===== config.mk =====
export PLATFORM = sky130hd
export DESIGN_NAME = line_pixel_interpolator
export DESIGN_NICKNAME = d
export VERILOG_FILES = /design/src/rtl/lpi_pkg.sv /design/src/rtl/line_pixel_interpolator.sv /design/src/rtl/lpi_divider.sv
export SDC_FILE = /design/constraint.sdc
export NUM_CORES = 1
export LEC_CHECK = 0
export BUFFER_PORTS_ARGS = -buffer_cell sky130_fd_sc_hd__buf_2
export CAP_MARGIN = 20
export CORE_AREA = 2 2 184 186
export DETAILED_ROUTE_END_ITERATION = 8
export DIE_AREA = 0 0 186 188
export PLACE_DENSITY_LB_ADDON = 0.1
export SYNTH_ARGS = -nofsm -noshare
export SYNTH_HDL_FRONTEND = slang
export SYNTH_SLANG_ARGS = --single-unit

===== constraint.sdc =====
create_clock -name i_clk -period 8.05 [get_ports i_clk]
set_clock_uncertainty 0.2 [all_clocks]
set_input_delay 1.61 -clock i_clk [delete_from_list [all_inputs] [get_ports i_clk]]
set_output_delay 1.61 -clock i_clk [all_outputs]
set_load 0.02 [all_outputs]

===== src/rtl/lpi_pkg.sv =====
// ---------------------------------------------------------------------------
// Line pixel interpolator package
// Word types, widths and fixed constants shared by the interpolator files.
// ---------------------------------------------------------------------------
package lpi_pkg;

    localparam int COORD_W     = 6;
    localparam int ADDR_W      = 12;
    localparam int COLOR_W     = 24;
    localparam int WIDTH_W     = 7;
    localparam int PROD_W      = 2 * COORD_W;
    localparam int COORD_RANGE = 64;

    // one quotient bit per divider step; quotients never exceed the coordinate range
    localparam int DIV_STEPS   = COORD_W;
    localparam int DIV_CNT_W   = $clog2(DIV_STEPS + 1);

    localparam logic [WIDTH_W-1:0] CANVAS_WIDTH_RESET = 7'd64;

    typedef logic [COORD_W-1:0] t_coord;
    typedef logic [ADDR_W-1:0]  t_addr;
    typedef logic [COLOR_W-1:0] t_color;
    typedef logic [WIDTH_W-1:0] t_width;
    typedef logic [PROD_W-1:0]  t_prod;

    typedef struct packed {
        t_coord start_x;
        t_coord start_y;
        t_coord end_x;
        t_coord end_y;
        t_color pen_color;
    } t_line_cmd;

    typedef struct packed {
        t_coord pixel_x;
        t_coord pixel_y;
        t_addr  pixel_address;
        t_color pixel_color;
        logic   last_pixel;
    } t_pixel_word;

    typedef struct packed {
        logic   start;
        t_prod  numer;
        t_coord denom;
    } t_div_req;

    typedef struct packed {
        logic   done;
        t_coord quot;
    } t_div_rsp;

    function automatic t_coord coord_wrap(input t_coord v);
        coord_wrap = t_coord'(v % COORD_RANGE);
    endfunction

endpackage


===== src/rtl/line_pixel_interpolator.sv =====
// ---------------------------------------------------------------------------
// Line pixel interpolator
// Turns one line command into a run of pixel write words from end to start.
// ---------------------------------------------------------------------------
// A command word is taken at a rising edge with start high and busy low. The
// block then emits n = max(|dx|, |dy|) + 1 pixel words, from (end_x, end_y) to
// (start_x, start_y), each shown for exactly one cycle with o_pixel_strobe
// high; the receiver cannot stall, so capture every strobed word. The first
// pixel, the end point itself, passes only through the address multiply and
// the output register. Every later pixel first forms its four quotients
// (start and end of x and y, each times the step index over n-1) one after
// another on a single six-step serial divider (form the product, load the
// divider, six steps, collect the quotient), then the address multiply and
// the output register. busy stays high while the line runs, up to 64 pixels,
// and drops in the cycle that shows the last pixel, so the next
// command may be offered then. canvas_width is written through the cfg
// channel, which is always ready; write it only while busy is low.
// ---------------------------------------------------------------------------
module line_pixel_interpolator (
    input  logic                 i_clk,
    input  logic                 i_rst_n,
    input  logic                 start,
    output logic                 busy,
    input  lpi_pkg::t_line_cmd   i_cmd,
    output logic                 o_pixel_strobe,
    output lpi_pkg::t_pixel_word o_pixel,
    input  logic                 i_cfg_valid,
    output logic                 o_cfg_ready,
    input  lpi_pkg::t_width      i_cfg_data
);
    import lpi_pkg::*;

    // sequencer codes
    localparam logic [2:0] S_IDLE    = 3'd0;
    localparam logic [2:0] S_MUL     = 3'd1;
    localparam logic [2:0] S_DIVGO   = 3'd2;
    localparam logic [2:0] S_DIVWAIT = 3'd3;
    localparam logic [2:0] S_ADDR    = 3'd4;
    localparam logic [2:0] S_EMIT    = 3'd5;

    // term codes: which endpoint coordinate is being scaled
    localparam logic [1:0] T_SX = 2'd0;
    localparam logic [1:0] T_EX = 2'd1;
    localparam logic [1:0] T_SY = 2'd2;
    localparam logic [1:0] T_EY = 2'd3;

    logic [2:0]  r_state, n_state;
    t_width      r_width, n_width;
    logic        r_strobe, n_strobe;
    t_pixel_word r_out, n_out;

    t_coord       r_sx, n_sx;
    t_coord       r_sy, n_sy;
    t_coord       r_ex, n_ex;
    t_coord       r_ey, n_ey;
    t_color       r_color, n_color;
    t_coord       r_denom, n_denom;
    t_coord       r_step, n_step;
    logic [1:0]   r_term, n_term;
    t_prod        r_prod, n_prod;
    logic [COORD_W:0] r_acc, n_acc;
    t_coord       r_px, n_px;
    t_coord       r_py, n_py;
    t_addr        r_aprod, n_aprod;

    t_coord                   cmd_sx, cmd_sy, cmd_ex, cmd_ey;
    t_coord                   span_x, span_y;
    t_coord                   operand;
    t_prod                    mul_full;
    logic [COORD_W+WIDTH_W-1:0] addr_full;
    logic                     accept;
    logic                     is_last;
    t_div_req                 div_req;
    t_div_rsp                 div_rsp;

    assign accept = start && (r_state == S_IDLE);

    // wrap the incoming coordinates to the canvas range
    assign cmd_sx = coord_wrap(i_cmd.start_x);
    assign cmd_sy = coord_wrap(i_cmd.start_y);
    assign cmd_ex = coord_wrap(i_cmd.end_x);
    assign cmd_ey = coord_wrap(i_cmd.end_y);
    assign span_x = (cmd_sx >= cmd_ex) ? (cmd_sx - cmd_ex) : (cmd_ex - cmd_sx);
    assign span_y = (cmd_sy >= cmd_ey) ? (cmd_sy - cmd_ey) : (cmd_ey - cmd_sy);

    always_comb begin
        case (r_term)
            T_SX:    operand = r_sx;
            T_EX:    operand = r_ex;
            T_SY:    operand = r_sy;
            T_EY:    operand = r_ey;
            default: operand = r_sx;
        endcase
    end

    // the one product per state: coordinate times step, or row times width
    assign mul_full  = {{COORD_W{1'b0}}, operand} * {{COORD_W{1'b0}}, r_step};
    assign addr_full = {{WIDTH_W{1'b0}}, r_py} * {{COORD_W{1'b0}}, r_width};
    assign is_last   = (r_step == r_denom);

    assign div_req.start = (r_state == S_DIVGO);
    assign div_req.numer = r_prod;
    assign div_req.denom = r_denom;

    lpi_divider u_divider (
        .i_clk   (i_clk),
        .i_rst_n (i_rst_n),
        .i_req   (div_req),
        .o_rsp   (div_rsp)
    );

    always_comb begin
        n_state  = r_state;
        n_width  = r_width;
        n_strobe = 1'b0;
        n_out    = r_out;
        n_sx     = r_sx;
        n_sy     = r_sy;
        n_ex     = r_ex;
        n_ey     = r_ey;
        n_color  = r_color;
        n_denom  = r_denom;
        n_step   = r_step;
        n_term   = r_term;
        n_prod   = r_prod;
        n_acc    = r_acc;
        n_px     = r_px;
        n_py     = r_py;
        n_aprod  = r_aprod;

        if (i_cfg_valid && o_cfg_ready) begin
            n_width = i_cfg_data;
        end

        case (r_state)
            S_IDLE: begin
                if (accept) begin
                    // latch the command; the first pixel is the end point itself,
                    // which also covers equal endpoints without any division
                    n_sx    = cmd_sx;
                    n_sy    = cmd_sy;
                    n_ex    = cmd_ex;
                    n_ey    = cmd_ey;
                    n_color = i_cmd.pen_color;
                    n_denom = (span_x > span_y) ? span_x : span_y;
                    n_step  = '0;
                    n_px    = cmd_ex;
                    n_py    = cmd_ey;
                    n_state = S_ADDR;
                end
            end
            S_MUL: begin
                n_prod  = mul_full;
                n_state = S_DIVGO;
            end
            S_DIVGO: begin
                n_state = S_DIVWAIT;
            end
            S_DIVWAIT: begin
                if (div_rsp.done) begin
                    // coord = start*i/d + end - end*i/d, built up term by term
                    case (r_term)
                        T_SX:    n_acc = {1'b0, div_rsp.quot} + {1'b0, r_ex};
                        T_EX:    n_px  = t_coord'(r_acc - {1'b0, div_rsp.quot});
                        T_SY:    n_acc = {1'b0, div_rsp.quot} + {1'b0, r_ey};
                        T_EY:    n_py  = t_coord'(r_acc - {1'b0, div_rsp.quot});
                        default: n_acc = r_acc;
                    endcase
                    n_term  = r_term + 2'd1;
                    n_state = (r_term == T_EY) ? S_ADDR : S_MUL;
                end
            end
            S_ADDR: begin
                n_aprod = addr_full[ADDR_W-1:0];
                n_state = S_EMIT;
            end
            S_EMIT: begin
                n_out.pixel_x       = r_px;
                n_out.pixel_y       = r_py;
                n_out.pixel_address = r_aprod + {{(ADDR_W-COORD_W){1'b0}}, r_px};
                n_out.pixel_color   = r_color;
                n_out.last_pixel    = is_last;
                n_strobe            = 1'b1;
                if (is_last) begin
                    n_state = S_IDLE;
                end else begin
                    // advance to the next step and restart the term sequence
                    n_step  = r_step + t_coord'(1);
                    n_term  = T_SX;
                    n_state = S_MUL;
                end
            end
            default: begin
                n_state = S_IDLE;
            end
        endcase
    end

    always_ff @(posedge i_clk) begin
        if (!i_rst_n) begin
            r_state  <= S_IDLE;
            r_width  <= CANVAS_WIDTH_RESET;
            r_strobe <= 1'b0;
        end else begin
            r_state  <= n_state;
            r_width  <= n_width;
            r_strobe <= n_strobe;
        end
        r_out   <= n_out;
        r_sx    <= n_sx;
        r_sy    <= n_sy;
        r_ex    <= n_ex;
        r_ey    <= n_ey;
        r_color <= n_color;
        r_denom <= n_denom;
        r_step  <= n_step;
        r_term  <= n_term;
        r_prod  <= n_prod;
        r_acc   <= n_acc;
        r_px    <= n_px;
        r_py    <= n_py;
        r_aprod <= n_aprod;
    end

    assign busy           = (r_state != S_IDLE);
    assign o_pixel_strobe = r_strobe;
    assign o_pixel        = r_out;
    assign o_cfg_ready    = 1'b1;

endmodule


===== src/rtl/lpi_divider.sv =====
// ---------------------------------------------------------------------------
// Line pixel interpolator divider
// Restoring divider, one quotient bit per cycle, quotient known below 64.
// ---------------------------------------------------------------------------
module lpi_divider (
    input  logic              i_clk,
    input  logic              i_rst_n,
    input  lpi_pkg::t_div_req i_req,
    output lpi_pkg::t_div_rsp o_rsp
);
    import lpi_pkg::*;

    t_coord               r_rem,  n_rem;
    t_coord               r_low,  n_low;
    t_coord               r_den,  n_den;
    t_coord               r_quot, n_quot;
    logic [DIV_CNT_W-1:0] r_cnt,  n_cnt;
    logic                 r_run,  n_run;
    logic                 r_done, n_done;

    logic [COORD_W:0] trial;
    logic [COORD_W:0] diff;
    logic             fits;

    assign trial = {r_rem, r_low[COORD_W-1]};
    assign fits  = (trial >= {1'b0, r_den});
    assign diff  = trial - {1'b0, r_den};

    always_comb begin
        n_rem  = r_rem;
        n_low  = r_low;
        n_den  = r_den;
        n_quot = r_quot;
        n_cnt  = r_cnt;
        n_run  = r_run;
        n_done = 1'b0;
        if (i_req.start) begin
            // numerator is at most 63 times the divisor, so its top half is below it
            n_rem  = i_req.numer[PROD_W-1:COORD_W];
            n_low  = i_req.numer[COORD_W-1:0];
            n_den  = i_req.denom;
            n_quot = '0;
            n_cnt  = DIV_CNT_W'(DIV_STEPS);
            n_run  = 1'b1;
        end else if (r_run) begin
            n_rem  = fits ? diff[COORD_W-1:0] : trial[COORD_W-1:0];
            n_quot = {r_quot[COORD_W-2:0], fits};
            n_low  = {r_low[COORD_W-2:0], 1'b0};
            n_cnt  = r_cnt - DIV_CNT_W'(1);
            if (r_cnt == DIV_CNT_W'(1)) begin
                n_run  = 1'b0;
                n_done = 1'b1;
            end
        end
    end

    always_ff @(posedge i_clk) begin
        if (!i_rst_n) begin
            r_run  <= 1'b0;
            r_done <= 1'b0;
            r_cnt  <= '0;
        end else begin
            r_run  <= n_run;
            r_done <= n_done;
            r_cnt  <= n_cnt;
        end
        r_rem  <= n_rem;
        r_low  <= n_low;
        r_den  <= n_den;
        r_quot <= n_quot;
    end

    assign o_rsp.done = r_done;
    assign o_rsp.quot = r_quot;

endmodule


==> flow_summary.yaml <==
status:
  status: "complete, no violations"
die:
  die_x_um: 186
  die-height_um: 188
  start_util_pct: 33.3
  ios: 111
  placementRows: 67
  coreArea_sq_um: 33100
  dieArea_sq_um: 35000
sta:
  slew_headroom_pct: 45.8
  layout_min_cycle_time_ns: 5.13
  fin_crit_sh_pct: 63.8
  final_hold_viol_count: 0
  setup_viol: 0
  fmax_mhz: 195
  worstMarginPinSlew_ns: 0.813
  tns_ns: 0
  rsz0062_at_grt: "false"
  slew_viol_final: 0
placement:
  post-place-cells: 1443
  gp_congestion: 0.762
  hpwl_mm: 18.8
  io_buffer_count: 109
logic_synthesis:
  synth_edf_count: 171
  synth_common_cells: "edfxtp_1, inv_1, ha_1"
  synth_top_flop_cell: "edfxtp_1"
  yosys_warnings: 0
  synth_top_cells_by_area: "edfxtp_1, ha_1, fa_1, dfxtp_1, inv_1"
  synth_top_area_cell: "edfxtp_1"
  async_reset_ff_share_pct: 0
  synthCells: 906
  synth_area_sq_um: 11000
  synth.distinct_cells: 56
  synth_seq_cells: 193
  syn_avg_cell_area_sq_um: 12.2
  synth_most_common_cell: "edfxtp_1"
  yosysSeqAreaShare_pct: 50.5
  syn_nets: 1107
  yosysTopAreaCellShare_pct: 46.5
routing:
  ant_nets: 0
  viasPerCell: 4.58
  wire_per_inst_um: 16.2
  drc: 0
  via_count: 6749
  drtIter0Drc: 392
  routed_wl_mm: 23.8
  dr.pass1.iters: 6
worst_setup_path:
  slowest_stage: "fa_1"
  critPathKind: "flip-flop to flip-flop"
  startpoint_type: "flip-flop"
  worstSetupEndpointType: "flip-flop"
  crit_arrival_ns: 5.11
  cp_cell_sequence: "inv_1 -> ha_1 -> a222oi_1 -> mux2i_1 -> nand2_1 -> fa_1 -> fa_1 -> fa_1 -> inv_1 -> ha_1 -> a21o_1 -> a21oi_1 -> o21ai_0 -> o41ai_1 -> xnor2_1"
  required_ns: 8.03
  path_max_fanout: 13
  cp_common_cell: "fa_1"
  slowest_delay_ns: 0.57
clocking:
  cts_buffers: 17
  cts_buffer_depth: 2
  cts_setup_buffers: 0
  clk_pin_slew_ns: 0.08
  cts_root_buffer: "clkbuf_16"
  ctsResizeCount: 0
  cts_tree: "built"
  clock_sinks: 193
  clkLatencyLatePin_ns: 0.44
  htreeDepth: 4
  cts_hold_buf: 0
layout:
  final_nets: 1215
  drive_gt1_share_pct: 15.6
  diodes: 0
  fin_cells: 1475
  area_growth_pct: 14.6
  nFillCells: 3267
global_routing:
  track_usage_pct: 14.3
  grt_pass1_wl_mm: 37.7
  met2_usage_pct: 21.6
  grt_max_degree: 47
  grt_use_met1_pct: 19.9
  grt_pass1_vias: 6734
  use_met3_pct: 3.38
  grt_busiest_layer: "met2"
  gr-total-overflow: 0
  antenna_found_initial: 2
power:
  p_comb_share_pct: 26.7
  p_seq_share_pct: 45.6
  p_per_area_nw_per_um2: 240
  ir_drop_mv: 0.164
  power.static_leakage_nw: 5.36
  switchingPower_w: 0.000988
  switching_share_pct: 32.5
  clockPowerShare_pct: 27.7
  power_w: 0.00304
  intPower_w: 0.00205
flow_run:
  drv_cap: 0
min_path:
  hold_class: "flip-flop to flip-flop"
## critical path: cells and delay by family, from the launching register on
family          cells  cell delay [ns]
compound gates      5             1.02
xor+xnor            1             0.13
fa+ha+maj           5             2.36
buf+inv             2             0.14
flops               1             0.43
mux                 1             0.41
simple gates        1             0.16
## power by group through the flow
stage                     sequential (W)  combinational, W  clock [W]
after CTS                        0.00139          0.000831   0.000871
final                            0.00139          0.000812   0.000842
after detailed placement         0.00141          0.000826          0
after global placement           0.00141          0.000824          0
after global routing             0.00140          0.000944   0.000906
after floorplan                  0.00136          0.000638          0
## per-stage QoR
stage / cell area, sq um / utilization (%) / hold slack, ns / worst slack (ns)
after detailed placement: 12100 / 36.4 / 0.205 / 2.90
after CTS: 12600 / 38.2 / 0.223 / 2.89
after global placement: 12100 / 36.4 / 0.200 / 2.96
after global routing: 12600 / 38.2 / 0.224 / 2.42
after floorplan: 11000 / - / 0.200 / 3.30
final: 12600 / 38.2 / 0.220 / 2.92
## metal layers
layer | vias to the layer above | part of all wire [%]
met5 | - | 0.11
li1 | 3341 | -
met1 | 3217 | 49
met2 | 155 | 44
met3 | 32 | 5.1
met4 | 4 | 2.2
## path summary, 6_finish.rpt
path | slack [ns] | startpoint | endpoint | cells after the start
worst max register to register | 2.92 | r_term[0]$_SDFFCE_PP0P_ | r_prod[11]$_DFFE_PP_ | 15
worst min-delay path | 0.22 | r_color[15]$_DFFE_PP_ | o_pixel[16]$_DFFE_PP_ | 0
worst min register to register | 0.22 | r_color[15]$_DFFE_PP_ | o_pixel[16]$_DFFE_PP_ | 0
worst max-delay path | 2.92 | r_term[0]$_SDFFCE_PP0P_ | r_prod[11]$_DFFE_PP_ | 15
## cell families after synthesis
family	after synthesis	synth area share [%]
other	1	0.0340
muxes	43	3.97
adders and majority gates	142	19.2
and+or+nand+nor	230	10.2
xor gates and xnor gates	59	4.68
DFF	193	50.5
buffers and inverters	128	4.61
AOI/OAI and AO/OA	110	6.86
## area by class of cell
cell class              instances  area [sq um]  share of cell area (%)
clock buffers                  17           425                    3.36
clock inverters                15           163                    1.29
inverters                     105           394                    3.12
multi-input cells             585          4960                    39.2
flip-flops and latches        193          5580                    44.1
well taps                     448           561                    4.43
repair buffers                112           568                    4.49
## state kept, by name, indices dropped and copies added (netlist names), 6 cells and up
name / flops
o_pixel: 49
r_acc: 6
r_aprod: 12
r_color: 24
r_denom: 6
r_ex: 6
r_ey: 6
r_prod: 12
r_px: 6
r_py: 6
r_step: 6
r_sx: 6
r_sy: 6
r_width: 7
u_divider.r_den: 6
u_divider.r_low: 6
u_divider.r_quot: 6
u_divider.r_rem: 6
## cells in the final DEF (no fill, tap or decap), drive strengths merged, types with 2 or more instances in the layout
cell type	count
clkinv	9
xor2	18
and3	3
ha	97
inv	111
a31oi	3
a222oi	6
o21a	2
fa	45
nor2b	13
mux2i	37
a21o	19
a21boi	6
clkbuf	17
nand4	5
or4	2
buf	112
a21oi	31
o41ai	4
or2	2
o32a	2
xnor2	41
nand3	6
edfxtp	171
nor4	2
dfxtp	22
and2	52
o21ai	23
nand2b	3
o21bai	3
nor2	45
o22ai	2
a221oi	4
mux2	6
nand2	83
o211ai	2
nor3	8
nand3b	2
No activity file was read; power rests on OpenSTA's default activity.
